## config.mk

```make
export PLATFORM = sky130hd
export DESIGN_NAME = sinc_taylor_series_unit
export DESIGN_NICKNAME = d
export VERILOG_FILES = /design/src/hw/rtl/stsu_pkg.sv /design/src/hw/rtl/sinc_taylor_series_unit.sv /design/src/hw/rtl/stsu_ctrl.sv /design/src/hw/rtl/stsu_datapath.sv
export VERILOG_INCLUDE_DIRS = /design/src /design/src/hw/rtl
export SDC_FILE = /design/constraint.sdc
export NUM_CORES = 2
export LEC_CHECK = 0
export BUFFER_PORTS_ARGS = -buffer_cell sky130_fd_sc_hd__buf_2
export CORE_MARGIN = 2
export CORE_UTILIZATION = 37
export CTS_BUF_LIST = sky130_fd_sc_hd__clkbuf_8
export CTS_CLUSTER_DIAMETER = 100
export DETAILED_ROUTE_END_ITERATION = 8
export PLACE_DENSITY = 0.52
export REMOVE_ABC_BUFFERS = 1
export SLEW_MARGIN = 30
export SYNTH_ARGS = -nofsm -noshare
export SYNTH_HDL_FRONTEND = slang
export SYNTH_HIERARCHICAL = 1
export SYNTH_SLANG_ARGS = --single-unit
```

## constraint.sdc

```tcl
create_clock -name clock -period 12.25 [get_ports clock]
set_input_delay 0.6125 -clock clock [delete_from_list [all_inputs] [get_ports clock]]
set_output_delay 0.6125 -clock clock [all_outputs]
set_load 0.1 [all_outputs]
```

## src/hw/rtl/sinc_taylor_series_unit_assert.svh

```systemverilog
// Assertion macros shared by the sinc series unit modules.
`ifndef SINC_TAYLOR_SERIES_UNIT_ASSERT_SVH
`define SINC_TAYLOR_SERIES_UNIT_ASSERT_SVH
`ifndef NO_ASSERTIONS
`define STSU_ASSERT(lbl, clk, rst, prop, msg) \
   lbl: assert property (@(posedge clk) disable iff (rst) prop) else $error(msg);
`define STSU_ASSERT_NEXT(lbl, clk, rst, ante, cons, msg) \
   lbl: assert property (@(posedge clk) disable iff (rst) (ante) |=> (cons)) else $error(msg);
`else
`define STSU_ASSERT(lbl, clk, rst, prop, msg)
`define STSU_ASSERT_NEXT(lbl, clk, rst, ante, cons, msg)
`endif
`endif

```

## src/hw/rtl/stsu_pkg.sv

```systemverilog
// Shared types, widths, constants and the reciprocal table of the sinc series unit.
`timescale 1ns / 1ps
`default_nettype none
package stsu_pkg;

   localparam int X_W    = 31;   // Q3.28 argument
   localparam int Y_W    = 32;   // Q1.30 result
   localparam int TC_W   = 4;    // term count register
   localparam int TERM_W = 4;    // term index carried in the command
   localparam int AX_W   = 30;   // |x| after clamping
   localparam int X2_W   = 32;   // x squared, Q4.28
   localparam int MAG_W  = 31;   // term magnitude, Q30
   localparam int P_W    = 35;   // magnitude times x squared, Q30
   localparam int RCP_W  = 32;   // reciprocal, Q0.32
   localparam int PROD_W = P_W + RCP_W;
   localparam int SUM_W  = 34;

   localparam int MAX_TERMS_DEFAULT = 12;
   localparam logic [TC_W-1:0] TERM_COUNT_RESET = 4'd6;

   localparam logic signed [X_W-1:0]   X_LIMIT  = 31'sd843314857;
   localparam logic [MAG_W-1:0]        MAG_ONE  = 31'd1073741824;
   localparam logic signed [SUM_W-1:0] SUM_ONE  = 34'sd1073741824;
   localparam logic signed [Y_W-1:0]   Y_ONE    = 32'sd1073741824;

   typedef struct packed {
      logic              load;
      logic              square;
      logic              mul_x2;
      logic              mul_rcp;
      logic              finish;
      logic [TERM_W-1:0] term;
   } stsu_cmd_type;

   typedef struct packed {
      logic out_free;
   } stsu_status_type;

   // round(2^32 / ((2k)(2k+1)))
   function automatic logic [RCP_W-1:0] recip_q32(input logic [TERM_W-1:0] k);
      logic [RCP_W-1:0] r;
      unique case (k)
         4'd1:    r = 32'd715827883;
         4'd2:    r = 32'd214748365;
         4'd3:    r = 32'd102261126;
         4'd4:    r = 32'd59652324;
         4'd5:    r = 32'd39045157;
         4'd6:    r = 32'd27531842;
         4'd7:    r = 32'd20452225;
         4'd8:    r = 32'd15790321;
         4'd9:    r = 32'd12558384;
         4'd10:   r = 32'd10226113;
         4'd11:   r = 32'd8488078;
         4'd12:   r = 32'd7158279;
         4'd13:   r = 32'd6118187;
         4'd14:   r = 32'd5289369;
         4'd15:   r = 32'd4618244;
         default: r = '0;
      endcase
      return r;
   endfunction

endpackage
`default_nettype wire

```

## src/hw/rtl/sinc_taylor_series_unit.sv

```systemverilog
// Top level of the sinc(x) Taylor series unit: sequencer plus datapath.
//
//  channel | direction | handshake          | payload
//  req     | in        | req_valid/stall    | req_x_value    Q3.28 signed
//  rsp     | out       | rsp_valid/stall    | rsp_sinc_value Q1.30 signed
//  csr     | in        | csr_valid/ready    | csr_term_count 4 bit
//
// With n terms a beat passes through one squaring step, two passes of the shared multiplier
// per extra term and a final summing step before it leaves.
// The next beat is taken once the result has entered the output register, so the unit
// works on one item at a time.
// Reset is synchronous; it empties the output register and sets the count to 6.
// A stalled result holds the last cycle until the output register frees.
`timescale 1ns / 1ps
`default_nettype none
module sinc_taylor_series_unit #(
   parameter int MAX_TERMS = stsu_pkg::MAX_TERMS_DEFAULT
) (
   input  wire logic                            clock,
   input  wire logic                            reset,
   input  wire logic                            req_valid,
   output logic                                 req_stall,
   input  wire logic signed [stsu_pkg::X_W-1:0] req_x_value,
   output logic                                 rsp_valid,
   input  wire logic                            rsp_stall,
   output logic signed [stsu_pkg::Y_W-1:0]      rsp_sinc_value,
   input  wire logic                            csr_valid,
   output logic                                 csr_ready,
   input  wire logic [stsu_pkg::TC_W-1:0]       csr_term_count
);
   import stsu_pkg::*;

   stsu_cmd_type    cmd;
   stsu_status_type status;

   stsu_ctrl #(
      .MAX_TERMS(MAX_TERMS)
   ) u_ctrl (
      .clock         (clock),
      .reset         (reset),
      .req_valid     (req_valid),
      .req_stall     (req_stall),
      .csr_valid     (csr_valid),
      .csr_ready     (csr_ready),
      .csr_term_count(csr_term_count),
      .status        (status),
      .cmd           (cmd)
   );

   stsu_datapath u_datapath (
      .clock         (clock),
      .reset         (reset),
      .req_x_value   (req_x_value),
      .rsp_valid     (rsp_valid),
      .rsp_stall     (rsp_stall),
      .rsp_sinc_value(rsp_sinc_value),
      .cmd           (cmd),
      .status        (status)
   );
endmodule
`default_nettype wire

```

## src/hw/rtl/stsu_ctrl.sv

```systemverilog
// Sequencer for the sinc series unit: term count register and step control.
`timescale 1ns / 1ps
`default_nettype none
`include "sinc_taylor_series_unit_assert.svh"
module stsu_ctrl #(
   parameter int MAX_TERMS = stsu_pkg::MAX_TERMS_DEFAULT
) (
   input  wire logic                       clock,
   input  wire logic                       reset,
   input  wire logic                       req_valid,
   output logic                            req_stall,
   input  wire logic                       csr_valid,
   output logic                            csr_ready,
   input  wire logic [stsu_pkg::TC_W-1:0]  csr_term_count,
   input  wire stsu_pkg::stsu_status_type  status,
   output stsu_pkg::stsu_cmd_type          cmd
);
   import stsu_pkg::*;

   localparam int KW = (MAX_TERMS > 2) ? $clog2(MAX_TERMS) : 1;
   localparam int NW = $clog2(MAX_TERMS + 1);
   localparam logic [4:0] MAX_N = 5'(MAX_TERMS);

   localparam logic [2:0] ST_IDLE   = 3'd0;
   localparam logic [2:0] ST_SQUARE = 3'd1;
   localparam logic [2:0] ST_MULX   = 3'd2;
   localparam logic [2:0] ST_MULR   = 3'd3;
   localparam logic [2:0] ST_FINAL  = 3'd4;

   logic [2:0]      state_ff, state_in;
   logic [TC_W-1:0] tc_ff, tc_in;
   logic [NW-1:0]   n_ff, n_in;
   logic [KW-1:0]   k_ff, k_in;
   logic [4:0]      n_sel;
   logic            last_term;

   assign csr_ready = 1'b1;
   assign req_stall = (state_ff != ST_IDLE);
   assign tc_in     = csr_valid ? csr_term_count : tc_ff;

   // zero terms counts as one, too many is capped
   always_comb begin
      n_sel = {1'b0, tc_ff};
      if (tc_ff == '0) begin
         n_sel = 5'd1;
      end else if ({1'b0, tc_ff} > MAX_N) begin
         n_sel = MAX_N;
      end
   end

   assign last_term = ((NW'(k_ff) + NW'(1)) == n_ff);

   always_comb begin
      state_in = state_ff;
      n_in     = n_ff;
      k_in     = k_ff;
      cmd      = '0;
      cmd.term = TERM_W'(k_ff);
      unique case (state_ff)
         ST_IDLE: begin
            if (req_valid) begin
               cmd.load = 1'b1;
               n_in     = NW'(n_sel);
               k_in     = KW'(1);
               state_in = ST_SQUARE;
            end
         end
         ST_SQUARE: begin
            cmd.square = 1'b1;
            state_in   = (n_ff == NW'(1)) ? ST_FINAL : ST_MULX;
         end
         ST_MULX: begin
            cmd.mul_x2 = 1'b1;
            state_in   = ST_MULR;
         end
         ST_MULR: begin
            cmd.mul_rcp = 1'b1;
            if (last_term) begin
               state_in = ST_FINAL;
            end else begin
               k_in     = k_ff + KW'(1);
               state_in = ST_MULX;
            end
         end
         ST_FINAL: begin
            if (status.out_free) begin
               cmd.finish = 1'b1;
               state_in   = ST_IDLE;
            end
         end
         default: begin
            state_in = ST_IDLE;
         end
      endcase
   end

   always_ff @(posedge clock) begin
      if (reset) begin
         state_ff <= ST_IDLE;
         tc_ff    <= TERM_COUNT_RESET;
      end else begin
         state_ff <= state_in;
         tc_ff    <= tc_in;
      end
      n_ff <= n_in;
      k_ff <= k_in;
   end

   `STSU_ASSERT(a_cmd_onehot, clock, reset,
      $onehot0({cmd.load, cmd.square, cmd.mul_x2, cmd.mul_rcp, cmd.finish}),
      "more than one datapath step issued")
   `STSU_ASSERT(a_term_in_range, clock, reset,
      ((state_ff == ST_MULX) || (state_ff == ST_MULR)) |-> ((NW'(k_ff) < n_ff) && (k_ff != '0)),
      "term index outside series")
   `STSU_ASSERT_NEXT(a_final_waits, clock, reset,
      (state_ff == ST_FINAL) && !status.out_free, state_ff == ST_FINAL,
      "result dropped while output busy")
endmodule
`default_nettype wire

```

## src/hw/rtl/stsu_datapath.sv

```systemverilog
// Datapath of the sinc series unit: shared multiplier, term registers, accumulator, output.
`timescale 1ns / 1ps
`default_nettype none
`include "sinc_taylor_series_unit_assert.svh"
module stsu_datapath (
   input  wire logic                             clock,
   input  wire logic                             reset,
   input  wire logic signed [stsu_pkg::X_W-1:0]  req_x_value,
   output logic                                  rsp_valid,
   input  wire logic                             rsp_stall,
   output logic signed [stsu_pkg::Y_W-1:0]       rsp_sinc_value,
   input  wire stsu_pkg::stsu_cmd_type           cmd,
   output stsu_pkg::stsu_status_type             status
);
   import stsu_pkg::*;

   localparam logic [PROD_W-1:0] RND_Q28 = PROD_W'(1) << 27;
   localparam logic [PROD_W-1:0] RND_Q32 = PROD_W'(1) << 31;
   localparam logic [AX_W-1:0]   AX_MAX  = AX_W'(X_LIMIT);

   logic [AX_W-1:0]         ax_ff, ax_in;
   logic [X2_W-1:0]         x2_ff, x2_in;
   logic [P_W-1:0]          p_ff, p_in;
   logic [MAG_W-1:0]        mag_ff, mag_in;
   logic signed [SUM_W-1:0] sum_ff, sum_in;
   logic                    neg_ff, neg_in;
   logic                    rsp_valid_ff, rsp_valid_in;
   logic signed [Y_W-1:0]   rsp_value_ff, rsp_value_in;

   logic signed [X_W-1:0]   x_clamp, x_neg;
   logic [P_W-1:0]          mul_a;
   logic [RCP_W-1:0]        mul_b;
   logic [PROD_W-1:0]       prod, rounded;
   logic signed [SUM_W-1:0] mag_ext, acc_next, acc_sat;

   always_comb begin
      x_clamp = req_x_value;
      if (req_x_value > X_LIMIT) begin
         x_clamp = X_LIMIT;
      end else if (req_x_value < -X_LIMIT) begin
         x_clamp = -X_LIMIT;
      end
   end
   assign x_neg = -x_clamp;

   // one multiplier serves x*x, mag*x2 and p*recip
   always_comb begin
      mul_a = '0;
      mul_b = '0;
      if (cmd.square) begin
         mul_a = P_W'(ax_ff);
         mul_b = RCP_W'(ax_ff);
      end else if (cmd.mul_x2) begin
         mul_a = P_W'(mag_ff);
         mul_b = x2_ff;
      end else if (cmd.mul_rcp) begin
         mul_a = p_ff;
         mul_b = recip_q32(cmd.term);
      end
   end

   assign prod    = PROD_W'(mul_a) * PROD_W'(mul_b);
   assign rounded = prod + (cmd.mul_rcp ? RND_Q32 : RND_Q28);

   assign mag_ext  = SUM_W'(mag_ff);
   assign acc_next = neg_ff ? (sum_ff - mag_ext) : (sum_ff + mag_ext);

   always_comb begin
      acc_sat = acc_next;
      if (acc_next > SUM_ONE) begin
         acc_sat = SUM_ONE;
      end else if (acc_next < -SUM_ONE) begin
         acc_sat = -SUM_ONE;
      end
   end

   always_comb begin
      ax_in  = ax_ff;
      x2_in  = x2_ff;
      p_in   = p_ff;
      mag_in = mag_ff;
      sum_in = sum_ff;
      neg_in = neg_ff;
      if (cmd.load) begin
         ax_in  = x_clamp[X_W-1] ? AX_W'(x_neg) : AX_W'(x_clamp);
         mag_in = MAG_ONE;
         sum_in = '0;
         neg_in = 1'b0;
      end
      if (cmd.square) begin
         x2_in = rounded[28 +: X2_W];
      end
      // fold the current term in while the next one starts
      if (cmd.mul_x2) begin
         p_in   = rounded[28 +: P_W];
         sum_in = acc_next;
         neg_in = ~neg_ff;
      end
      if (cmd.mul_rcp) begin
         mag_in = rounded[32 +: MAG_W];
      end
   end

   assign status.out_free = !rsp_valid_ff || !rsp_stall;

   always_comb begin
      rsp_valid_in = rsp_valid_ff;
      rsp_value_in = rsp_value_ff;
      if (cmd.finish) begin
         rsp_valid_in = 1'b1;
         rsp_value_in = Y_W'(acc_sat);
      end else if (rsp_valid_ff && !rsp_stall) begin
         rsp_valid_in = 1'b0;
      end
   end

   always_ff @(posedge clock) begin
      if (reset) begin
         rsp_valid_ff <= 1'b0;
      end else begin
         rsp_valid_ff <= rsp_valid_in;
      end
      ax_ff        <= ax_in;
      x2_ff        <= x2_in;
      p_ff         <= p_in;
      mag_ff       <= mag_in;
      sum_ff       <= sum_in;
      neg_ff       <= neg_in;
      rsp_value_ff <= rsp_value_in;
   end

   assign rsp_valid      = rsp_valid_ff;
   assign rsp_sinc_value = rsp_value_ff;

   `STSU_ASSERT_NEXT(a_finish_sets_valid, clock, reset, cmd.finish, rsp_valid_ff,
      "finished result not presented")
   `STSU_ASSERT(a_result_in_range, clock, reset,
      rsp_valid_ff |-> ((rsp_value_ff <= Y_ONE) && (rsp_value_ff >= -Y_ONE)),
      "result beyond unit range")
   `STSU_ASSERT_NEXT(a_arg_clamped, clock, reset, cmd.load, ax_ff <= AX_MAX,
      "argument magnitude beyond pi")
endmodule
`default_nettype wire
```

==> results.toml <==
[layout]
multi_input_area_um2 = 36300
seq_area_um2 = 6256
syn_to_final_growth_pct = 6.845
layout.nets = 6577
layout-drive-gt1-share = 0.05902
fillers = 13070

[timing]
rsz0062_at_grt = "no"
finalClockSkew_ns = 0.02936
maxSlewViolCount = 0
finalHoldViolCount = 0
slew_headroom = 0.2719
fmax_mhz = 91.18
layout_min_cycle_time_ns = 10.97
period_share = 0.8953
hold_ws_ns = 0.2475
tightest_slew_ns = 1.092
setup_viol = 0

[floorplan]
ios = 75
core_area_um2 = 127200
design.die.area_um2 = 130600
start_util = 0.3717
fp.dieH_um = 361.4
rows = 131
die_w_um = 361.4

[yosys]
synth_edf_count = 203
syn_inst = 5286
async_reset_ff_frac = 0
syn_area_per_cell_um2 = 8.943
synth_top_area_cell = "fa_1"
yosysWarnings = 6
synth_area_leaders = "fa_1 (42%), edfxtp_1 (13%), ha_1 (8.2%)"
synth-seq-cells = 211
synth_common_cells = "inv_1 (1007), fa_1 (984), nor2_1 (748)"
netlist.area_leader.share = 0.4167
yosysMostFrequentCell = "inv_1"
ys.flop_type = "edfxtp_1"
ys_seq_area_frac = 0.1323
synth_area_um2 = 47270
ys_types = 79

[pwr]
p_total_uw = 11860
leakagePower_uw = 0.02378
p_per_area_nw_per_um2 = 234.9
peakVddDrop_uv = 490.2

[routing]
drt_iter0_drc = 3214
via_per_inst = 5.348
vias = 37070
drc_errors = 0
dr.pass1.iters = 7
routed_wl_um = 162900
wl_per_cell_um = 23.49
ant_nets = 0

[global_routing]
groute.usage.overall = 0.2515
grt_antenna_before_repair = 5
grt_pass1_vias = 38350
grt_max_degree = 112
grt_pass1_wl_um = 245200
gr-total-overflow = 0

[cts]
clkTransAtPathRegs_ns = 0.07
holdBufCountCts = 0
post_cts_buffers = 0
clock_sinks = 211
cts_buffers = 38
cts-root-buf = "clkbuf_8"
cts-resized-gates = 0
cts_tree = "done"
insertion_delay_ns = 0.59
h-tree-depth = 2
clk_path_buf_depth = 3

[place]
portBuffers = 73
post-dp-hpwl_um = 131500
gp_congestion = 0.9598

[critical_path]
cp_slowest_cell = "nor3_1"
crit_arrival_ns = 11.31
critPathMaxFanout = 111
path_class = "reg2reg"
reg2regPathDepth = 33
rrSetupSlack_ns = 1.28
cpMostUsedCell = "fa_1"
rr_startpoint = "u_ctrl/state_ff[1]"
crit_required_ns = 12.59
r2r_end = "u_datapath/mag_ff[25]"
start_kind = "register"
cp_slowest_stage_delay_ns = 0.79
setup.worst_path.end_class = "register"

[run]
maxCapViolations = 0

[worst_hold_path]
min_from = "csr_term_count[2]"
min_path_cells = 2
worstHoldEndpoint = "u_ctrl/tc_ff[2]"
hold_class = "in2reg"

[outcome]
status = "complete, no violations"
## cells in the final DEF (no fill, tap or decap), types with 11 or more instances in the layout
| master | Yosys | routed |
|---|---|---|
| xnor2_1 | 71 | 71 |
| nor2b_1 | 25 | 24 |
| o21ai_0 | 106 | 105 |
| a221o_1 | 29 | 29 |
| nor3_1 | 54 | 54 |
| nand2b_1 | 49 | 49 |
| and3_1 | 16 | 16 |
| mux2i_1 | 14 | 14 |
| o21a_1 | 26 | 25 |
| o21bai_1 | 14 | 14 |
| clkbuf_8 | 0 | 43 |
| and2_1 | 76 | 76 |
| ha_1 | 308 | 308 |
| or3_1 | 13 | 12 |
| nor4_1 | 14 | 13 |
| fa_1 | 984 | 984 |
| a211o_1 | 12 | 12 |
| nand3_1 | 63 | 63 |
| nand2_1 | 632 | 624 |
| or2_2 | 12 | 12 |
| a211oi_1 | 14 | 14 |
| nand4_1 | 20 | 20 |
| a21o_1 | 68 | 66 |
| buf_2 | 4 | 73 |
| buf_4 | 1 | 124 |
| and4_1 | 11 | 11 |
| o211ai_1 | 13 | 13 |
| a21oi_1 | 177 | 175 |
| inv_1 | 1007 | 1016 |
| nor2_1 | 748 | 745 |
| edfxtp_1 | 203 | 203 |
| a31oi_1 | 24 | 24 |
| a21boi_0 | 15 | 13 |
| xor2_1 | 34 | 34 |
## routing by layer
| layer | wire, um | vias to the layer above | GRT usage |
|---|---|---|---|
| met2 | 78050 | 1397 | 0.4238 |
| met3 | 11650 | 256 | 0.03611 |
| met5 | 13 | - | 0 |
| met4 | 5727 | 2 | 0.07590 |
| li1 | - | 16220 | - |
| met1 | 67430 | 19200 | 0.3350 |
## cells by family after synthesis
group	count (synthesis)	share of synthesized area
simple gates	1777	0.1617
buf+inv	1293	0.1029
fa+ha+maj	1292	0.4982
compound gates	590	0.08189
flops	211	0.1323
xor+xnor	106	0.01980
mux	14	0.002964
other cells	3	0.0002382
## worst max path at each step
stage	start	endpoint	cells after the start
final	u_ctrl/state_ff[1]	u_datapath/mag_ff[25]	33
after detailed placement	u_ctrl/state_ff[1]	u_datapath/mag_ff[30]	32
after global placement	u_ctrl/state_ff[0]	u_datapath/mag_ff[30]	31
after CTS	u_ctrl/state_ff[1]	u_datapath/mag_ff[25]	33
after floorplan	u_ctrl/state_ff[1]	u_datapath/mag_ff[25]	28
after global routing	u_ctrl/state_ff[0]	u_datapath/mag_ff[30]	31
## power by group
| group | switching (uW) | total, uW | internal [uW] |
|---|---|---|---|
| clock network | 311 | 630 | 319 |
| registers | 68.1 | 1390 | 1320 |
| logic | 6400 | 9840 | 3440 |
## metrics by stage
stage	std cells	instance area, um2	worst slack, ns	setup TNS, ns	util
finish	6932	50510	1.283	0	0.3971
global placement	6865	49740	1.549	0	0.3911
global route	6931	50500	0.8029	0	0.3971
detailed placement	6866	49790	1.478	0	0.3914
CTS	6930	50470	1.459	0	0.3968
floorplan	5003	46200	-5.749	-501.29	-
## worst max-delay path: cells and delay by family, from the launching register on
| family | cells | cell delay, ns |
|---|---|---|
| xor+xnor | 1 | 0.13 |
| simple gates | 9 | 2.81 |
| fa+ha+maj | 9 | 4.18 |
| flops | 1 | 0.49 |
| compound gates | 5 | 1.57 |
| buf+inv | 9 | 1.47 |
## layout make-up
cell class                 count  area share
sequential                   211      0.1239
multi-input combinational   3784      0.7187
clock inverter                21    0.001808
clock buffer                  43     0.01172
tap                         1662     0.04117
antenna                        1  0.00004955
timing repair buffer         202     0.02780
inverter                    1008     0.07491
## registers in the layout, summed over array words and instances (netlist names), 3 cells and up
| signal | count |
|---|---|
| u_ctrl/k_ff | 4 |
| u_ctrl/n_ff | 4 |
| u_ctrl/state_ff | 3 |
| u_ctrl/tc_ff | 4 |
| u_datapath/ax_ff | 30 |
| u_datapath/mag_ff | 31 |
| u_datapath/p_ff | 35 |
| u_datapath/rsp_sinc_value | 32 |
| u_datapath/sum_ff | 34 |
| u_datapath/x2_ff | 32 |
(Power assumes the default switching activity.)
